**config.mk**
```make
export PLATFORM = sky130hd
export DESIGN_NAME = i2c_master_transfer_sequencer_core
export DESIGN_NICKNAME = d
export VERILOG_FILES = /design/src/rtl/i2cseq_pkg.sv /design/src/rtl/i2cseq_decode.sv /design/src/rtl/i2c_master_transfer_sequencer_core.sv
export SDC_FILE = /design/constraint.sdc
export NUM_CORES = 1
export LEC_CHECK = 0
export BUFFER_PORTS_ARGS = -buffer_cell sky130_fd_sc_hd__buf_4
export CAP_MARGIN = 0
export CORE_AREA = 2 2 103 105
export DETAILED_ROUTE_END_ITERATION = 10
export DIE_AREA = 0 0 105 107
export PLACE_DENSITY = 0.77
export SYNTH_ARGS = -nofsm -noshare
export SYNTH_HDL_FRONTEND = slang
export SYNTH_SLANG_ARGS = --single-unit
export TNS_END_PERCENT = 5
```
**constraint.sdc**
```tcl
create_clock -name clock -period 3.23 [get_ports clock]
set_input_delay 0 -clock clock [delete_from_list [all_inputs] [get_ports clock]]
set_output_delay 0 -clock clock [all_outputs]
set_load 0.05 [all_outputs]
```
**src/rtl/i2cseq_pkg.sv**
```systemverilog
// Package for the I2C master transfer sequencer: word types and status codes.
// Depends on nothing; imported by every module of the block.
`default_nettype none

package i2cseq_pkg;

   localparam logic FUNC_START = 1'b0;
   localparam logic FUNC_EVENT = 1'b1;

   localparam logic [7:0] ST_IDLE      = 8'hF8;
   localparam logic [7:0] ST_START     = 8'h08;
   localparam logic [7:0] ST_RSTART    = 8'h10;
   localparam logic [7:0] ST_SLAW_ACK  = 8'h18;
   localparam logic [7:0] ST_DATW_ACK  = 8'h28;
   localparam logic [7:0] ST_DATR_ACK  = 8'h50;
   localparam logic [7:0] ST_SLAR_ACK  = 8'h40;
   localparam logic [7:0] ST_DATR_NACK = 8'h58;
   localparam logic [7:0] ST_SLAW_NACK = 8'h20;
   localparam logic [7:0] ST_DATW_NACK = 8'h30;
   localparam logic [7:0] ST_SLAR_NACK = 8'h48;
   localparam logic [7:0] ST_ARB_LOST  = 8'h38;

   typedef struct packed {
      logic       func;
      logic [7:0] slave_addr;
      logic [7:0] tx_count;
      logic [7:0] rx_count;
      logic [7:0] status_code;
      logic [7:0] rx_byte;
      logic [7:0] tx_byte;
   } req_type;

   typedef struct packed {
      logic       accepted;
      logic       busy_now;
      logic       dat_write;
      logic [7:0] dat_value;
      logic       start_set;
      logic       start_clear;
      logic       stop_set;
      logic       ack_set;
      logic       ack_clear;
      logic       tx_pop;
      logic       rx_valid;
      logic [7:0] rx_data;
   } rsp_type;

endpackage

`default_nettype wire

```
**src/rtl/i2cseq_decode.sv**
```systemverilog
// Combinational decode of one word: start request or bus status event.
// Depends on i2cseq_pkg; gives the result word and the next sequencer state.
`default_nettype none

module i2cseq_decode #(
   parameter int COUNT_WIDTH = 8
) (
   input  i2cseq_pkg::req_type  item,
   input  logic                 busy_cur,
   input  logic [7:0]           addr_cur,
   input  logic [COUNT_WIDTH-1:0] tx_cur,
   input  logic [COUNT_WIDTH-1:0] rx_cur,
   input  logic [7:0]           status_cur,
   output logic                 busy_nxt,
   output logic [7:0]           addr_nxt,
   output logic [COUNT_WIDTH-1:0] tx_nxt,
   output logic [COUNT_WIDTH-1:0] rx_nxt,
   output logic [7:0]           status_nxt,
   output i2cseq_pkg::rsp_type  result
);
   import i2cseq_pkg::*;

   localparam int CmpW = COUNT_WIDTH + 8;
   localparam logic [CmpW-1:0] CountMax = {{8{1'b0}}, {COUNT_WIDTH{1'b1}}};
   localparam logic [COUNT_WIDTH-1:0] CountOne = COUNT_WIDTH'(1);

   logic [CmpW-1:0]        tc_ext;
   logic [CmpW-1:0]        rc_ext;
   logic [COUNT_WIDTH-1:0] tc_sat;
   logic [COUNT_WIDTH-1:0] rc_sat;
   logic [COUNT_WIDTH-1:0] tx_dec;
   logic [COUNT_WIDTH-1:0] rx_dec;
   logic                   busy_before;

   assign tc_ext = CmpW'(item.tx_count);
   assign rc_ext = CmpW'(item.rx_count);
   assign tc_sat = (tc_ext > CountMax) ? {COUNT_WIDTH{1'b1}} : tc_ext[COUNT_WIDTH-1:0];
   assign rc_sat = (rc_ext > CountMax) ? {COUNT_WIDTH{1'b1}} : rc_ext[COUNT_WIDTH-1:0];
   assign tx_dec = (tx_cur == '0) ? '0 : tx_cur - CountOne;
   assign rx_dec = (rx_cur == '0) ? '0 : rx_cur - CountOne;
   assign busy_before = busy_cur | (status_cur != ST_IDLE);

   always_comb begin
      result     = '0;
      busy_nxt   = busy_cur;
      addr_nxt   = addr_cur;
      tx_nxt     = tx_cur;
      rx_nxt     = rx_cur;
      status_nxt = status_cur;
      if (item.func == FUNC_START) begin
         if (!busy_before) begin
            result.accepted = 1'b1;
            if ((tc_sat != '0) || (rc_sat != '0)) begin
               addr_nxt         = {item.slave_addr[7:1], 1'b0};
               tx_nxt           = tc_sat;
               rx_nxt           = rc_sat;
               result.start_set = 1'b1;
               busy_nxt         = 1'b1;
            end
         end
      end else begin
         status_nxt = item.status_code;
         unique case (item.status_code)
            ST_START, ST_RSTART: begin
               result.dat_write   = 1'b1;
               result.dat_value   = {addr_cur[7:1], addr_cur[0] | (tx_cur == '0)};
               result.start_clear = 1'b1;
               result.ack_set     = 1'b1;
            end
            ST_SLAW_ACK, ST_DATW_ACK: begin
               result.ack_set = 1'b1;
               if (tx_cur != '0) begin
                  result.dat_write = 1'b1;
                  result.dat_value = item.tx_byte;
                  result.tx_pop    = 1'b1;
                  tx_nxt           = tx_dec;
               end else if (rx_cur != '0) begin
                  result.start_set = 1'b1;
               end else begin
                  result.stop_set = 1'b1;
                  busy_nxt        = 1'b0;
               end
            end
            ST_DATR_ACK: begin
               result.rx_valid  = 1'b1;
               result.rx_data   = item.rx_byte;
               rx_nxt           = rx_dec;
               result.ack_clear = (rx_dec == CountOne);
               result.ack_set   = (rx_dec != CountOne);
            end
            ST_SLAR_ACK: begin
               result.ack_clear = (rx_cur == CountOne);
               result.ack_set   = (rx_cur != CountOne);
            end
            ST_DATR_NACK: begin
               result.rx_valid = 1'b1;
               result.rx_data  = item.rx_byte;
               rx_nxt          = rx_dec;
               result.ack_set  = 1'b1;
               result.stop_set = 1'b1;
               busy_nxt        = 1'b0;
            end
            ST_SLAW_NACK, ST_DATW_NACK, ST_SLAR_NACK: begin
               result.ack_set  = 1'b1;
               result.stop_set = 1'b1;
               busy_nxt        = 1'b0;
            end
            ST_ARB_LOST: begin
               result.ack_clear   = 1'b1;
               result.start_clear = 1'b1;
               busy_nxt           = 1'b0;
            end
            default: begin
            end
         endcase
      end
      result.busy_now = busy_nxt | (status_nxt != ST_IDLE);
   end

endmodule

`default_nettype wire

```
**src/rtl/i2c_master_transfer_sequencer_core.sv**
```systemverilog
// A word taken into the input register is decoded into the result register.
// Throughput: one word per cycle while the result is not stalled; the input
// register and the result register each hold one word, and the sequencer state
// updates as a word moves between them. Reset empties both word registers and
// sets the state to idle (status 0xF8). Depends on i2cseq_pkg and i2cseq_decode.
`default_nettype none

module i2c_master_transfer_sequencer_core #(
   parameter int COUNT_WIDTH = 8
) (
   input  logic                clock,
   input  logic                reset,
   input  logic                req_valid,
   output logic                req_stall,
   input  i2cseq_pkg::req_type req,
   output logic                rsp_valid,
   input  logic                rsp_stall,
   output i2cseq_pkg::rsp_type rsp
);
   import i2cseq_pkg::*;

   logic                   req_valid_ff;
   logic                   req_valid_in;
   req_type                req_ff;
   logic                   rsp_valid_ff;
   logic                   rsp_valid_in;
   rsp_type                rsp_ff;
   rsp_type                rsp_in;
   logic                   busy_ff;
   logic                   busy_in;
   logic [7:0]             addr_ff;
   logic [7:0]             addr_in;
   logic [COUNT_WIDTH-1:0] tx_left_ff;
   logic [COUNT_WIDTH-1:0] tx_left_in;
   logic [COUNT_WIDTH-1:0] rx_left_ff;
   logic [COUNT_WIDTH-1:0] rx_left_in;
   logic [7:0]             status_ff;
   logic [7:0]             status_in;
   logic                   load;
   logic                   advance;

   assign advance      = req_valid_ff & ~(rsp_valid_ff & rsp_stall);
   assign req_stall    = req_valid_ff & ~advance;
   assign load         = req_valid & ~req_stall;
   assign req_valid_in = load | (req_valid_ff & ~advance);
   assign rsp_valid_in = advance | (rsp_valid_ff & rsp_stall);

   i2cseq_decode #(
      .COUNT_WIDTH(COUNT_WIDTH)
   ) u_decode (
      .item       (req_ff),
      .busy_cur   (busy_ff),
      .addr_cur   (addr_ff),
      .tx_cur     (tx_left_ff),
      .rx_cur     (rx_left_ff),
      .status_cur (status_ff),
      .busy_nxt   (busy_in),
      .addr_nxt   (addr_in),
      .tx_nxt     (tx_left_in),
      .rx_nxt     (rx_left_in),
      .status_nxt (status_in),
      .result     (rsp_in)
   );

   always_ff @(posedge clock) begin
      if (reset) begin
         req_valid_ff <= 1'b0;
         rsp_valid_ff <= 1'b0;
         busy_ff      <= 1'b0;
         addr_ff      <= '0;
         tx_left_ff   <= '0;
         rx_left_ff   <= '0;
         status_ff    <= ST_IDLE;
      end else begin
         req_valid_ff <= req_valid_in;
         rsp_valid_ff <= rsp_valid_in;
         if (advance) begin
            busy_ff    <= busy_in;
            addr_ff    <= addr_in;
            tx_left_ff <= tx_left_in;
            rx_left_ff <= rx_left_in;
            status_ff  <= status_in;
         end
      end
   end

   always_ff @(posedge clock) begin
      if (load) begin
         req_ff <= req;
      end
      if (advance) begin
         rsp_ff <= rsp_in;
      end
   end

   assign rsp_valid = rsp_valid_ff;
   assign rsp       = rsp_ff;

endmodule

`default_nettype wire

```
# Yosys cells after proc, flatten, opt, wreduce, memory -nomap -nowiden
# Cells that the tools add are included.
word_totals:
  wordCells: 121
  input_bits: 53
  ff_bits: 109
  output_inout_bits: 28
classes:
  order_cmp: 2
  n_eq_ne: 21
  muxes: 37
  n_reduce_logical: 20
  bitwise_logic: 13
  add_sub_neg: 2
ops:
  columns: ["op", "n"]
  rows:
  - ["two-way mux 8 bit", 14]
  - ["== test 8 x 6 -> 1 bit (second input constant)", 4]
  - ["== test 8 x 7 -> 1 bit (second input constant)", 4]
  - ["nonzero test 8 bit", 4]
  - ["two-way mux 9 bit", 2]
  - ["one-hot mux 9 bit (2 select lines)", 1]
  - ["== test 8 x 1 -> 1 bit (second input constant)", 2]
  - ["== test 8 x 5 -> 1 bit (second input constant)", 2]
  - ["> comparator 8 bit (second input constant)", 2]
  - ["zero test 8 bit", 2]
  - ["two-way mux 1 bit", 16]
  - ["!= test 8 x 1 -> 1 bit (second input constant)", 2]
  - ["!= test 8 bit (second input constant)", 2]
  - ["subtractor 8 x 1 -> 8 bit (second input constant)", 2]
  - ["== test 8 x 4 -> 1 bit (second input constant)", 1]
  - ["AND reduction 4 bit", 2]
  - ["OR reduction 8 bit", 1]
  - ["one-hot mux 1 bit (3 select lines)", 2]
  - ["OR reduction 2 bit", 3]
  - ["inverter 1 bit", 5]
  - ["AND reduction 5 bit", 1]
  - ["OR reduction 5 bit", 1]
  - ["AND 1 bit", 4]
  - ["!= test 2 x 1 -> 1 bit (second input constant)", 2]
  - ["other kinds (8)", 14]

# Depth between registers and ports, before layout
logic_depth:
  depth_word: 8
  depth_mapped: 8
  mapped_depth_nobuf: 7

# Modules after synthesis
# Synthesis repeated with hierarchy kept, for this count alone.
unflattened:
  hier_cells: 458
  area_unflattened_um2: 5413.9
modules_own_cells:
  columns: ["mod", "area_per_inst_um2", "seq_area_each_um2", "cells_each", "n_inst"]
  rows:
  - ["i2c_master_transfer_sequencer_core", 3817.4, 2952.8, 228, 1]
  - ["i2cseq_decode", 1596.5, 0.0, 230, 1]

# Worst setup path after synthesis
# No wires, ideal clock.
synth_timing:
  path_type: "register to register"
  start: "register rsp_valid_ff, in the netlist rsp_valid"
  end: "register req_ff[0] (netlist name) (enable)"
  t_arrival_ns: 3.138
  path_slack_ns: -0.366
  required_time_ns: 2.772
  setup_ns: 0.458
  synth_period_minus_slack_ns: 3.596
  path_stages_with_launch: 3
  n_path_buf: 0
  cell_sequence: "dfxtp_1 > and3_1 > nor2b_1"
synth_between:
  elab_chain_cells: 7
synth_lines:
  columns: ["item", "line", "text"]
  rows:
  - ["start, declared", "i2c_master_transfer_sequencer_core.sv:25", "logic rsp_valid_ff;"]
  - ["start signal, assigned", "i2c_master_transfer_sequencer_core.sv:76", "rsp_valid_ff <= rsp_valid_in;"]
  - ["AND 1 bit", "i2c_master_transfer_sequencer_core.sv:42", "assign advance = req_valid_ff & ~(rsp_valid_ff & rsp_stall);"]
  - ["inverter 1 bit", "i2c_master_transfer_sequencer_core.sv:42", null]
  - ["AND 1 bit", "i2c_master_transfer_sequencer_core.sv:42", null]
  - ["inverter 1 bit", "i2c_master_transfer_sequencer_core.sv:43", "assign req_stall = req_valid_ff & ~advance;"]
  - ["AND 1 bit", "i2c_master_transfer_sequencer_core.sv:43", null]
  - ["named net req_stall", "i2c_master_transfer_sequencer_core.sv:14", "output logic req_stall,"]
  - ["inverter 1 bit", "i2c_master_transfer_sequencer_core.sv:44", "assign load = req_valid & ~req_stall;"]
  - ["AND 1 bit", "i2c_master_transfer_sequencer_core.sv:44", null]
  - ["named net load", "i2c_master_transfer_sequencer_core.sv:39", "logic load;"]
  - ["end signal, assigned", "i2c_master_transfer_sequencer_core.sv:89", "req_ff <= req;"]
  - ["end, declared", "i2c_master_transfer_sequencer_core.sv:24", "req_type req_ff;"]
# The timed path passes the listed nets, and every way through them passes these cells.
# A chain may end at the register's enable or synchronous reset.

# Worst setup path after layout
layout_timing:
  start: "register tx_left_ff[4]"
  end: "register tx_left_ff[4]"
layout_between:
  elab_chain_cells: 5
  word_cells_on_any_way: 9
  cone_classes: "add/sub: 1; eq/ne: 1; mux: 4; reduce/logical: 3"
layout_lines:
  columns: ["item", "line", "text"]
  rows:
  - ["start, declared", "i2c_master_transfer_sequencer_core.sv:33", "logic [COUNT_WIDTH-1:0] tx_left_ff;"]
  - ["start signal, assigned", "i2c_master_transfer_sequencer_core.sv:80", "tx_left_ff <= tx_left_in;"]
  - ["subtractor 8 x 1 -> 8 bit or zero test 8 bit (tied branches)", "i2cseq_decode.sv:39", "assign tx_dec = (tx_cur == '0) ? '0 : tx_cur - CountOne;"]
  - ["two-way mux 8 bit", "i2cseq_decode.sv:39", null]
  - ["two-way mux 8 bit", "i2cseq_decode.sv:72", "if (tx_cur != '0) begin"]
  - ["two-way mux 8 bit", "i2cseq_decode.sv:63", "unique case (item.status_code)"]
  - ["two-way mux 8 bit", "i2cseq_decode.sv:50", "if (item.func == FUNC_START) begin"]
# Parallel ways exist; a longest one is shown, timed or not. The select of a mux whose other input is x is not followed.

==> results.yml <==
outcome:
  status: "finished clean"
critical_path:
  crit_buf_inv: 0
  crit_arrival_ps: 2600
  crit_type: "flop to flop"
  crit_path_end_kind: "flop"
  cp.required_ps: 3480
  reg2reg_depth: 5
  worstSetupPathDepth: 5
  critPathMaxFanout: 11
  crit_chain: "nor4_2 > a21o_1 > a2bb2oi_2 > nand2b_1 > o32ai_1"
  startpoint: "tx_left_ff[4]$_SDFFE_PP0P_"
  critPathMaxStageDelay_ps: 650
  crit_family: "simple AND/OR/NAND/NOR gates"
  cp_slowest_cell: "nor4_2"
  start_kind: "flop"
  timing.rr.start: "tx_left_ff[4]$_SDFFE_PP0P_"
floorplanning:
  core_um2: 10100
  rows: 37
  num_io_pins: 81
  fp.dieH_um: 107
  die_width_um: 105
  dieArea_um2: 11200
  initial_core_util: 0.444
synth:
  yosysTopAreaCellShare: 0.496
  synth_edf_count: 74
  ys_seq_area_frac: 0.647
  synth.distinct_cells: 58
  synth.area.top_cells: "edfxtp_1 (50%), dfxtp_1 (15%), nor2_1 (3.5%)"
  synth_area_per_cell_um2: 12.2
  ys.warnings.count: 0
  synthFlopType: "edfxtp_1"
  async_flop_share: 0
  synth_seq_cells: 108
  syn-instance-count: 368
  syn_nets: 424
  syn_area_um2: 4480
  yosysTopAreaCell: "edfxtp_1"
timing:
  finalSetupViolCount: 0
  fin_skew_ps: 21.7
  fmax_mhz: 426
  slew_headroom: 0.549
  tns_ps: 0
  hold_viol: 0
  worst_slew_pin_slew_ps: 671
  fin_crit_sh: 0.727
  final_max_slew_viol_count: 0
  period_needed_ps: 2350
  rsz0062_at_grt: "no"
drt:
  finalWirelength_um: 9910
  vias: 3458
  drc: 0
  ant_nets: 0
  initialDrtViolationCount: 249
  dr.pass1.iters: 5
  wl_per_cell_um: 15.5
  drt-vias-per-instance: 5.41
clock_tree:
  clkLatencyLatePin_ps: 380
  htreeDepth: 3
  post_cts_resized: 0
  clkTransAtPathRegs_ps: 100
  cts_tree: "built"
  clock-sinks: 108
  cts_root_buf: "clkbuf_8"
  cts_buffers: 9
  ctsLongestPathBuffers: 2
run:
  cap_violations: 0
global_routing:
  gr-total-overflow: 0
  antenna_found_initial: 0
  grt_pass1_wl_um: 16000
  grtUsageTotal: 0.180
  grt_max_degree: 49
  grt_pass1_vias: 3346
placed_design:
  hpwl_um: 6200
  io_buffers: 79
  gp_congestion: 0.909
final_layout:
  nets: 554
  drive_gt1_frac: 0.221
  synthToLayoutAreaGrowth_pct: 32.1
  antennaDiodeCount: 0
power_and_ir_drop:
  p_per_area_nw_per_um2: 463
  ir_worst_vdd_v: 0.000282
  leakagePower_nw: 2.25
  power.total_mw: 2.74
hold_path:
  min_path_type: "input port to flop"
  min_path_cells: 2
  worstHoldStart: "reset"
-- cell usage in the layout, fill, tap and decap left out, drive strengths merged, types with 3 or more instances in the layout --
cell type    instances
a211o                5
a211oi               9
a21oi               16
a22oi                9
and2                 8
and3                 5
buf                 85
clkbuf              10
clkinv               5
dfxtp               34
dlygate4sd3         50
edfxtp              74
ha                   3
inv                 14
mux2i               10
nand2               15
nand2b               4
nand3               14
nor2                42
nor2b                6
nor3                 5
nor3b                5
nor4                18
o21ai               15
o31ai                4
or4                  4
-- stage by stage --
stage,std cells,util,hold WS [ps],worst slack [ps],cell area (um2)
2_1_floorplan,368,-,98.9,541,4490
5_1_grt,639,0.587,41.3,720,5920
4_1_cts,639,0.587,17.9,897,5920
6_report,639,0.587,35.0,882,5920
3_5_place_dp,573,0.519,179,944,5240
3_3_place_gp,573,0.519,179,944,5240
-- worst reg2reg max path, cell delays in order, from the launching register on --
cell       delay, ps
dfxtp_1          380
nor4_2           650
a21o_1           350
a2bb2oi_2        420
nand2b_1         310
o32ai_1          130
-- where the power goes --
group	leakage [nW]	internal, mW	switching [mW]
Combinational	1.18	0.166	0.213
Sequential	0.982	1.55	0.0399
Clock	0.0942	0.297	0.479
Total	2.25	2.01	0.732
-- layer usage --
| metal | wire, um | track usage | vias to the layer above | part of all wire |
|---|---|---|---|---|
| met4 | 157 | 0.0610 | 0 | 0.016 |
| met3 | 546 | 0.0328 | 13 | 0.055 |
| met5 | 0 | 0 | - | 0 |
| met2 | 4970 | 0.305 | 147 | 0.50 |
| met1 | 4240 | 0.233 | 1640 | 0.43 |
| li1 | - | - | 1658 | - |
-- what timing repair did --
action	CTS	global route
hold buffers	50	0
endpoints found under the hold margin	50	0
setup buffers	0	0
-- final cells by class --
class	count	area (um2)
timing repair buffer	135	1140
inverter	13	48.8
fill	820	4170
sequential	108	2900
clock inverter	6	60.1
clock buffer	10	128
multi-input combinational	231	1480
tap	136	170
-- cell usage after synthesis, drive strengths merged, types with 8 or more instances --
cell	number
a21oi	16
a211oi	9
nand2	15
and2	8
dfxtp	34
nor2	42
a22oi	9
nor4	18
mux2i	10
clkbuf	13
nand3	14
edfxtp	74
o21ai	15
inv	12
-- kinds of logic (layout without fill, tap and decap cells) --
group                    Yosys count  in the layout  share of synthesized area
XOR/XNOR                           3              3                    0.00586
AND/OR/NAND/NOR                  136            136                      0.167
buffers and inverters             29            164                     0.0268
adder cells (fa/ha/maj)            3              3                    0.00837
AO/OA/AOI/OAI                     79             79                      0.123
multiplexers                      10             10                     0.0223
flip-flops                       108            108                      0.647
-- registers in the layout (all words and copies together), names as in the netlist --
register	flops
rx_left_ff	8
tx_left_ff	8
addr_ff	7
rsp_valid	1
req_ff	48
req_valid_ff	1
status_ff	8
rsp	26
busy_ff	1
-- worst paths after layout --
path	to	slack (ps)
hold / removal	addr_ff[4]$_SDFFE_PP0P_	40
setup / recovery	tx_left_ff[4]$_SDFFE_PP0P_	880
hold reg to reg	status_ff[3]$_SDFFE_PP1P_	470
setup reg to reg	tx_left_ff[4]$_SDFFE_PP0P_	880
No activity file was read; power rests on OpenSTA's default activity.
